## src/design/lpcm_pkg.sv

```systemverilog
`timescale 1ns / 1ps
`default_nettype none
// ----------------------------------------------------------------------------
// Looped PCM channel mixer package
// Shared constants, command and status types for the mixer front, queue and
// back end.
// ----------------------------------------------------------------------------
package lpcm_pkg;

    localparam int NUM_CHANNELS     = 4;
    localparam int SAMPLE_ADDR_BITS = 16;
    localparam int FRAC_BITS        = 12;
    localparam int MIX_SHIFT        = 8;

    localparam int CH_BITS   = (NUM_CHANNELS > 1) ? $clog2(NUM_CHANNELS) : 1;
    localparam int MASK_W    = 4;

    localparam int ACT_W     = 3;
    localparam int MADDR_W   = 16;
    localparam int SAMPLE_W  = 8;
    localparam int CHAN_W    = 2;
    localparam int START_W   = 16;
    localparam int INC_W     = 16;
    localparam int VOL_W     = 7;
    localparam int POS_W     = 32;

    localparam int ACT_LSB   = 0;
    localparam int MADDR_LSB = ACT_LSB + ACT_W;
    localparam int SMP_LSB   = MADDR_LSB + MADDR_W;
    localparam int CHAN_LSB  = SMP_LSB + SAMPLE_W;
    localparam int START_LSB = CHAN_LSB + CHAN_W;
    localparam int INC_LSB   = START_LSB + START_W;
    localparam int VOL_LSB   = INC_LSB + INC_W;
    localparam int END_LSB   = VOL_LSB + VOL_W;
    localparam int LOOP_LSB  = END_LSB + POS_W;
    localparam int IN_BITS   = LOOP_LSB + POS_W;
    localparam int IN_TDATA_W  = ((IN_BITS + 7) / 8) * 8;
    localparam int OUT_BITS    = SAMPLE_W + MASK_W;
    localparam int OUT_TDATA_W = ((OUT_BITS + 7) / 8) * 8;

    localparam int PROD_W    = SAMPLE_W + VOL_W + 1;
    localparam int SUM_W     = PROD_W + CH_BITS;
    localparam int SHIFTED_W = SUM_W - MIX_SHIFT;

    localparam int FIFO_DEPTH = 2;
    localparam int FIFO_PTR_W = $clog2(FIFO_DEPTH);
    localparam int FIFO_CNT_W = $clog2(FIFO_DEPTH + 1);

    localparam int DIV_W     = POS_W;
    localparam int DIV_CNT_W = $clog2(DIV_W + 1);

    typedef enum logic [ACT_W-1:0] {
        ACT_WRITE = 3'd0,
        ACT_START = 3'd1,
        ACT_VOL   = 3'd2,
        ACT_INC   = 3'd3,
        ACT_STOP  = 3'd4,
        ACT_MIX   = 3'd5
    } action_t;

    typedef struct packed {
        action_t                    action;
        logic [MADDR_W-1:0]         mem_address;
        logic signed [SAMPLE_W-1:0] sample_value;
        logic [CHAN_W-1:0]          channel;
        logic [START_W-1:0]         start_address;
        logic [INC_W-1:0]           increment;
        logic [VOL_W-1:0]           volume;
        logic [POS_W-1:0]           end_position;
        logic [POS_W-1:0]           loop_span;
    } cmd_t;

    typedef struct packed {
        logic full;
        logic empty;
    } fifo_stat_t;

    typedef struct packed {
        logic             start;
        logic [DIV_W-1:0] dividend;
        logic [DIV_W-1:0] divisor;
    } div_req_t;

    typedef struct packed {
        logic             busy;
        logic             done;
        logic [DIV_W-1:0] remainder;
    } div_rsp_t;

    typedef struct packed {
        logic busy;
        logic div_busy;
        logic out_load;
    } back_stat_t;

    typedef enum logic [2:0] {
        BK_IDLE,
        BK_ADDR,
        BK_MUL,
        BK_ACC,
        BK_DIV,
        BK_WRAP,
        BK_OUT
    } back_state_t;

endpackage
`default_nettype wire

```

## src/design/lpcm_fifo.sv

```systemverilog
`timescale 1ns / 1ps
`default_nettype none
// ----------------------------------------------------------------------------
// Mixer command queue
// A short first-in first-out queue of decoded commands between the front end
// and the back end.
// ----------------------------------------------------------------------------
module lpcm_fifo
    import lpcm_pkg::*;
(
    input  wire logic aclk,
    input  wire logic aresetn,
    input  wire logic push,
    input  wire cmd_t push_cmd,
    input  wire logic pop,
    output cmd_t      head,
    output fifo_stat_t stat
);

    cmd_t                  entry_reg [FIFO_DEPTH];
    logic [FIFO_PTR_W-1:0] wr_ptr_reg;
    logic [FIFO_PTR_W-1:0] rd_ptr_reg;
    logic [FIFO_CNT_W-1:0] count_reg;
    logic [FIFO_CNT_W-1:0] count_next;

    assign head       = entry_reg[rd_ptr_reg];
    assign stat.full  = (count_reg == FIFO_CNT_W'(FIFO_DEPTH));
    assign stat.empty = (count_reg == '0);

    always_comb begin
        count_next = count_reg;
        if (push && !pop) begin
            count_next = count_reg + 1'b1;
        end else if (pop && !push) begin
            count_next = count_reg - 1'b1;
        end
    end

    always_ff @(posedge aclk) begin
        if (!aresetn) begin
            wr_ptr_reg <= '0;
            rd_ptr_reg <= '0;
            count_reg  <= '0;
        end else begin
            count_reg <= count_next;
            if (push) begin
                wr_ptr_reg <= (wr_ptr_reg == FIFO_PTR_W'(FIFO_DEPTH - 1)) ? '0
                                                                        : wr_ptr_reg + 1'b1;
            end
            if (pop) begin
                rd_ptr_reg <= (rd_ptr_reg == FIFO_PTR_W'(FIFO_DEPTH - 1)) ? '0
                                                                        : rd_ptr_reg + 1'b1;
            end
        end
    end

    always_ff @(posedge aclk) begin
        if (push) begin
            entry_reg[wr_ptr_reg] <= push_cmd;
        end
    end

endmodule
`default_nettype wire

```

## config.mk

```make
export PLATFORM = sky130hd
export DESIGN_NAME = lpcm_fifo
export DESIGN_NICKNAME = d
export VERILOG_FILES = /design/src/design/lpcm_pkg.sv /design/src/design/lpcm_fifo.sv
export SDC_FILE = /design/constraint.sdc
export NUM_CORES = 1
export LEC_CHECK = 0
export ABC_AREA = 1
export BUFFER_PORTS_ARGS = -buffer_cell sky130_fd_sc_hd__buf_4
export CAP_MARGIN = 5
export CORE_UTILIZATION = 40
export DETAILED_ROUTE_END_ITERATION = 7
export SLEW_MARGIN = 10
export SYNTH_ARGS = -nofsm -noshare
export SYNTH_HDL_FRONTEND = slang
export SYNTH_SLANG_ARGS = --single-unit
```

## constraint.sdc

```tcl
create_clock -name aclk -period 8.9 [get_ports aclk]
set_input_delay 1.78 -clock aclk [delete_from_list [all_inputs] [get_ports aclk]]
set_output_delay 1.78 -clock aclk [all_outputs]
set_load 0.02 [all_outputs]
```

==> results.rst <==
.. list-table::
   :header-rows: 1

   * - Metric
     - Value
   * - Run status
     - completed
   * - Fraction of the core area covered by cells at the end of the flow
     - 54.2%
   * - Diodes inserted
     - 0
   * - Data required time at the worst endpoint
     - 7.12 ns
   * - Insertion delay of the later-clocked pin in the worst-skew pair
     - between 0.5 and 0.6 ns
   * - Number of H-tree levels
     - 1
   * - Commonest cells after routing, fill and taps aside
     - 274 x buf_4, 264 x edfxtp_1, 80 x mux2_4
   * - Mean instance size in the synthesized netlist
     - 22.6 um^2
   * - Total net switching power
     - 0.643 mW
   * - Per-cell routed wire length
     - 17.7 um
   * - Critical path start-end classification
     - reg -> out
   * - Final net count
     - 873
   * - Via count of the first global-routing pass
     - approximately 5300
   * - Share of Yosys cell area claimed by the top area cell type
     - 78.6%
   * - Number of instances in the synthesized netlist
     - 446
   * - Die Outline Area
     - between 0.02 and 0.03 mm^2
   * - Vias per cell
     - 4.66
   * - Pin count of the biggest net entering global routing
     - 76
   * - Number of buffers created by CTS
     - 29
   * - RSZ-0062 raised after global routing
     - no
   * - Hold Violations, Final
     - 0
   * - Flip-flop and latch count after synthesis
     - 269
   * - Effective utilization at floorplan
     - 41.1%
   * - CTS sink cnt
     - 269
   * - Relative contribution of sequential cells to total power
     - 50.7%
   * - Maximum capacitance violations
     - 0
   * - Final slew viol count
     - 0
   * - Number of antenna violations at the first check in global routing
     - 0
   * - Logic gate share of total power
     - around an eighth
   * - WL final
     - 19.1 mm
   * - Final worst setup slack
     - 4.30 ns
   * - Leakage power
     - 5.14 nW
   * - Placer Congestion
     - roughly 0.75
   * - Critical Path AT
     - 2.82 ns
   * - Clock Skews
     - 0.00659 ns
   * - Setup WS pre-CTS
     - between 4 and 5 ns
   * - Synth Net Count
     - 583
   * - Worst-path fanout max
     - 56
   * - Antenna violation net count after detailed routing
     - 0
   * - Total negative setup slack
     - 0 ns
   * - Cell types with the largest area share after synthesis
     - edfxtp_1 79%, mux2_4 12%, mux2_2 5.8%, buf_6 1.0%, dfxtp_1 0.99%
   * - Internal power
     - ~2.3 mW
   * - Area leader, netlist
     - edfxtp_1
   * - CP startpoint kind
     - flop
   * - Count of different cell masters after synthesis
     - 15
   * - Clock root cell
     - clkbuf_16
   * - Clock tree from TritonCTS
     - built
   * - Top achievable clock speed
     - roughly 0.22 GHz
   * - Area grow syn2layout
     - 31.8%
   * - Final Setup Violations
     - 0
   * - Relative slew slack
     - 32.2%
   * - Peak VDD IR
     - approximately 0.15 mV
   * - Switch share
     - about 22%
   * - Detailed Place HPWL
     - approximately 13 mm
   * - Most frequent standard cell in the layout excluding fill and tap cells
     - buf_4
   * - Worst path max stage delay
     - 0.88 ns
   * - Crit-path slowest cell
     - dfxtp_4
   * - CORE AREA
     - 0.0245 mm^2
   * - Final critical-path share of the clock period
     - 51.7%
   * - Slew at the pin closest to its max-slew limit
     - a little over 1 ns
   * - Number of hold-repair buffers added at the cts stage
     - 0
   * - Critical path, cell by cell
     - buf_4, mux2_4, buf_4
   * - Number of placed I/O pins
     - 270
   * - Sequential fraction of the synthesis area
     - 79.6%
   * - Classification of the worst-slack hold path
     - reg -> reg
   * - Die Span Y
     - 161 um
   * - Part of the power in the clock network
     - about 37%
   * - Chip Width
     - about 160 um
   * - Post-route minimum period
     - between 4 and 5 ns
   * - Clock-pin transition on the worst setup and hold timing paths
     - 0.05 ns
   * - Detailed-router iteration count before antenna repair
     - 4
   * - Share of layout cells above drive strength 1
     - between 50% and 60%
   * - Setup crit end kind
     - output port
   * - Cell repeated most along the worst path
     - buf_4
   * - Remaining global-route overflow
     - 0
   * - Yosys warning count
     - 0
   * - Netlist area before placement
     - between 0.01 and 0.015 mm^2
   * - Post-CTS Setup Inserts
     - 0
   * - Violation count after the first detailed-route iteration
     - approximately 240
   * - Max reg flops
     - approximately 260
   * - Routed via count
     - 5037
   * - Power per cell area
     - ~220 mW/mm^2
   * - Number of core rows
     - 57
   * - Global-route total usage across every layer
     - between 10 and 15%
   * - Bufs on Longest Clock Path
     - 3
   * - IO Port Bufs
     - approximately 270
   * - Resized cells post-CTS
     - 0
   * - Global-route wire length before repair
     - between 20 and 30 mm
   * - Remaining routing DRC violations
     - 0
-- metrics by stage --
| step | hold WS (ns) | instance area [um^2] | cells | power (mW) |
|---|---|---|---|---|
| detailed placement | 0.498 | 12400 | 1029 | 1.88 |
| CTS | 0.512 | 13300 | 1080 | 2.98 |
| floorplan | 0.463 | 10100 | 446 | 1.73 |
| global route | 0.552 | 13300 | 1080 | 3.06 |
| global placement | 0.480 | 12400 | 1029 | 1.87 |
| finish | 0.518 | 13300 | 1080 | 2.94 |
-- layout make-up --
cell class | count | area, um^2
Clock buffer | 38 | 759
Clock inverter | 13 | 106
Tap cell | 324 | 405
Inverter | 8 | 35.0
Multi-Input combinational cell | 154 | 1890
Sequential cell | 269 | 8030
Timing Repair Buffer | 274 | 2060
Fill cell | 1970 | 11200
-- power by group through the flow --
stage	combinational, mW	clock, mW	sequential [mW]
floorplan	0.212	0	1.52
global placement	0.360	0	1.51
detailed placement	0.365	0	1.52
CTS	0.366	1.12	1.49
global route	0.381	1.18	1.50
finish	0.360	1.09	1.49
-- cells in the mapped netlist --
| master | count |
|---|---|
| a21oi_1 | 1 |
| buf_2 | 5 |
| buf_6 | 9 |
| buf_8 | 1 |
| dfxtp_1 | 5 |
| edfxtp_1 | 264 |
| ha_1 | 1 |
| inv_1 | 8 |
| mux2_2 | 52 |
| mux2_4 | 80 |
| nand2_1 | 8 |
| nand3_1 | 1 |
| nand4_1 | 1 |
| nor2_1 | 9 |
| o21ai_0 | 1 |
-- final timing paths --
check                                             start                         end  slack [ns]  cells past startpoint
worst max-delay path                               flop                    head[38]        4.30                      3
worst max register to register  wr_ptr_reg$_SDFFE_PN0P_  entry_reg[0][66]$_DFFE_PP_        6.02                      3
worst min-delay path            rd_ptr_reg$_SDFFE_PN0P_     rd_ptr_reg$_SDFFE_PN0P_        0.52                      2
worst min register to register  rd_ptr_reg$_SDFFE_PN0P_     rd_ptr_reg$_SDFFE_PN0P_        0.52                      2
-- critical path: cells and delay by family (launching register included) --
| family | cells | cell delay [ns] |
|---|---|---|
| buffers and inverters | 2 | 0.99 |
| muxes | 1 | 0.36 |
| DFF | 1 | 0.88 |
-- kinds of logic (layout without fill, tap and decap cells) --
kind of cell	after synthesis	count (layout)	synth area share, %
buffers and inverters	23	333	1.70
AOI/OAI and AO/OA	2	2	0.0992
DFF	269	269	79.6
and+or+nand+nor	19	19	0.744
adders and majority gates	1	1	0.124
muxes	132	132	17.7
-- layer usage --
layer	global-route usage, %	share of wire, %	up-vias
met5	0	0	-
met4	3.77	2.4	0
met3	5.09	8.5	32
met2	23.9	48	199
met1	17.8	41	2472
li1	-	-	2334
Power figures use the tool's default switching activity.
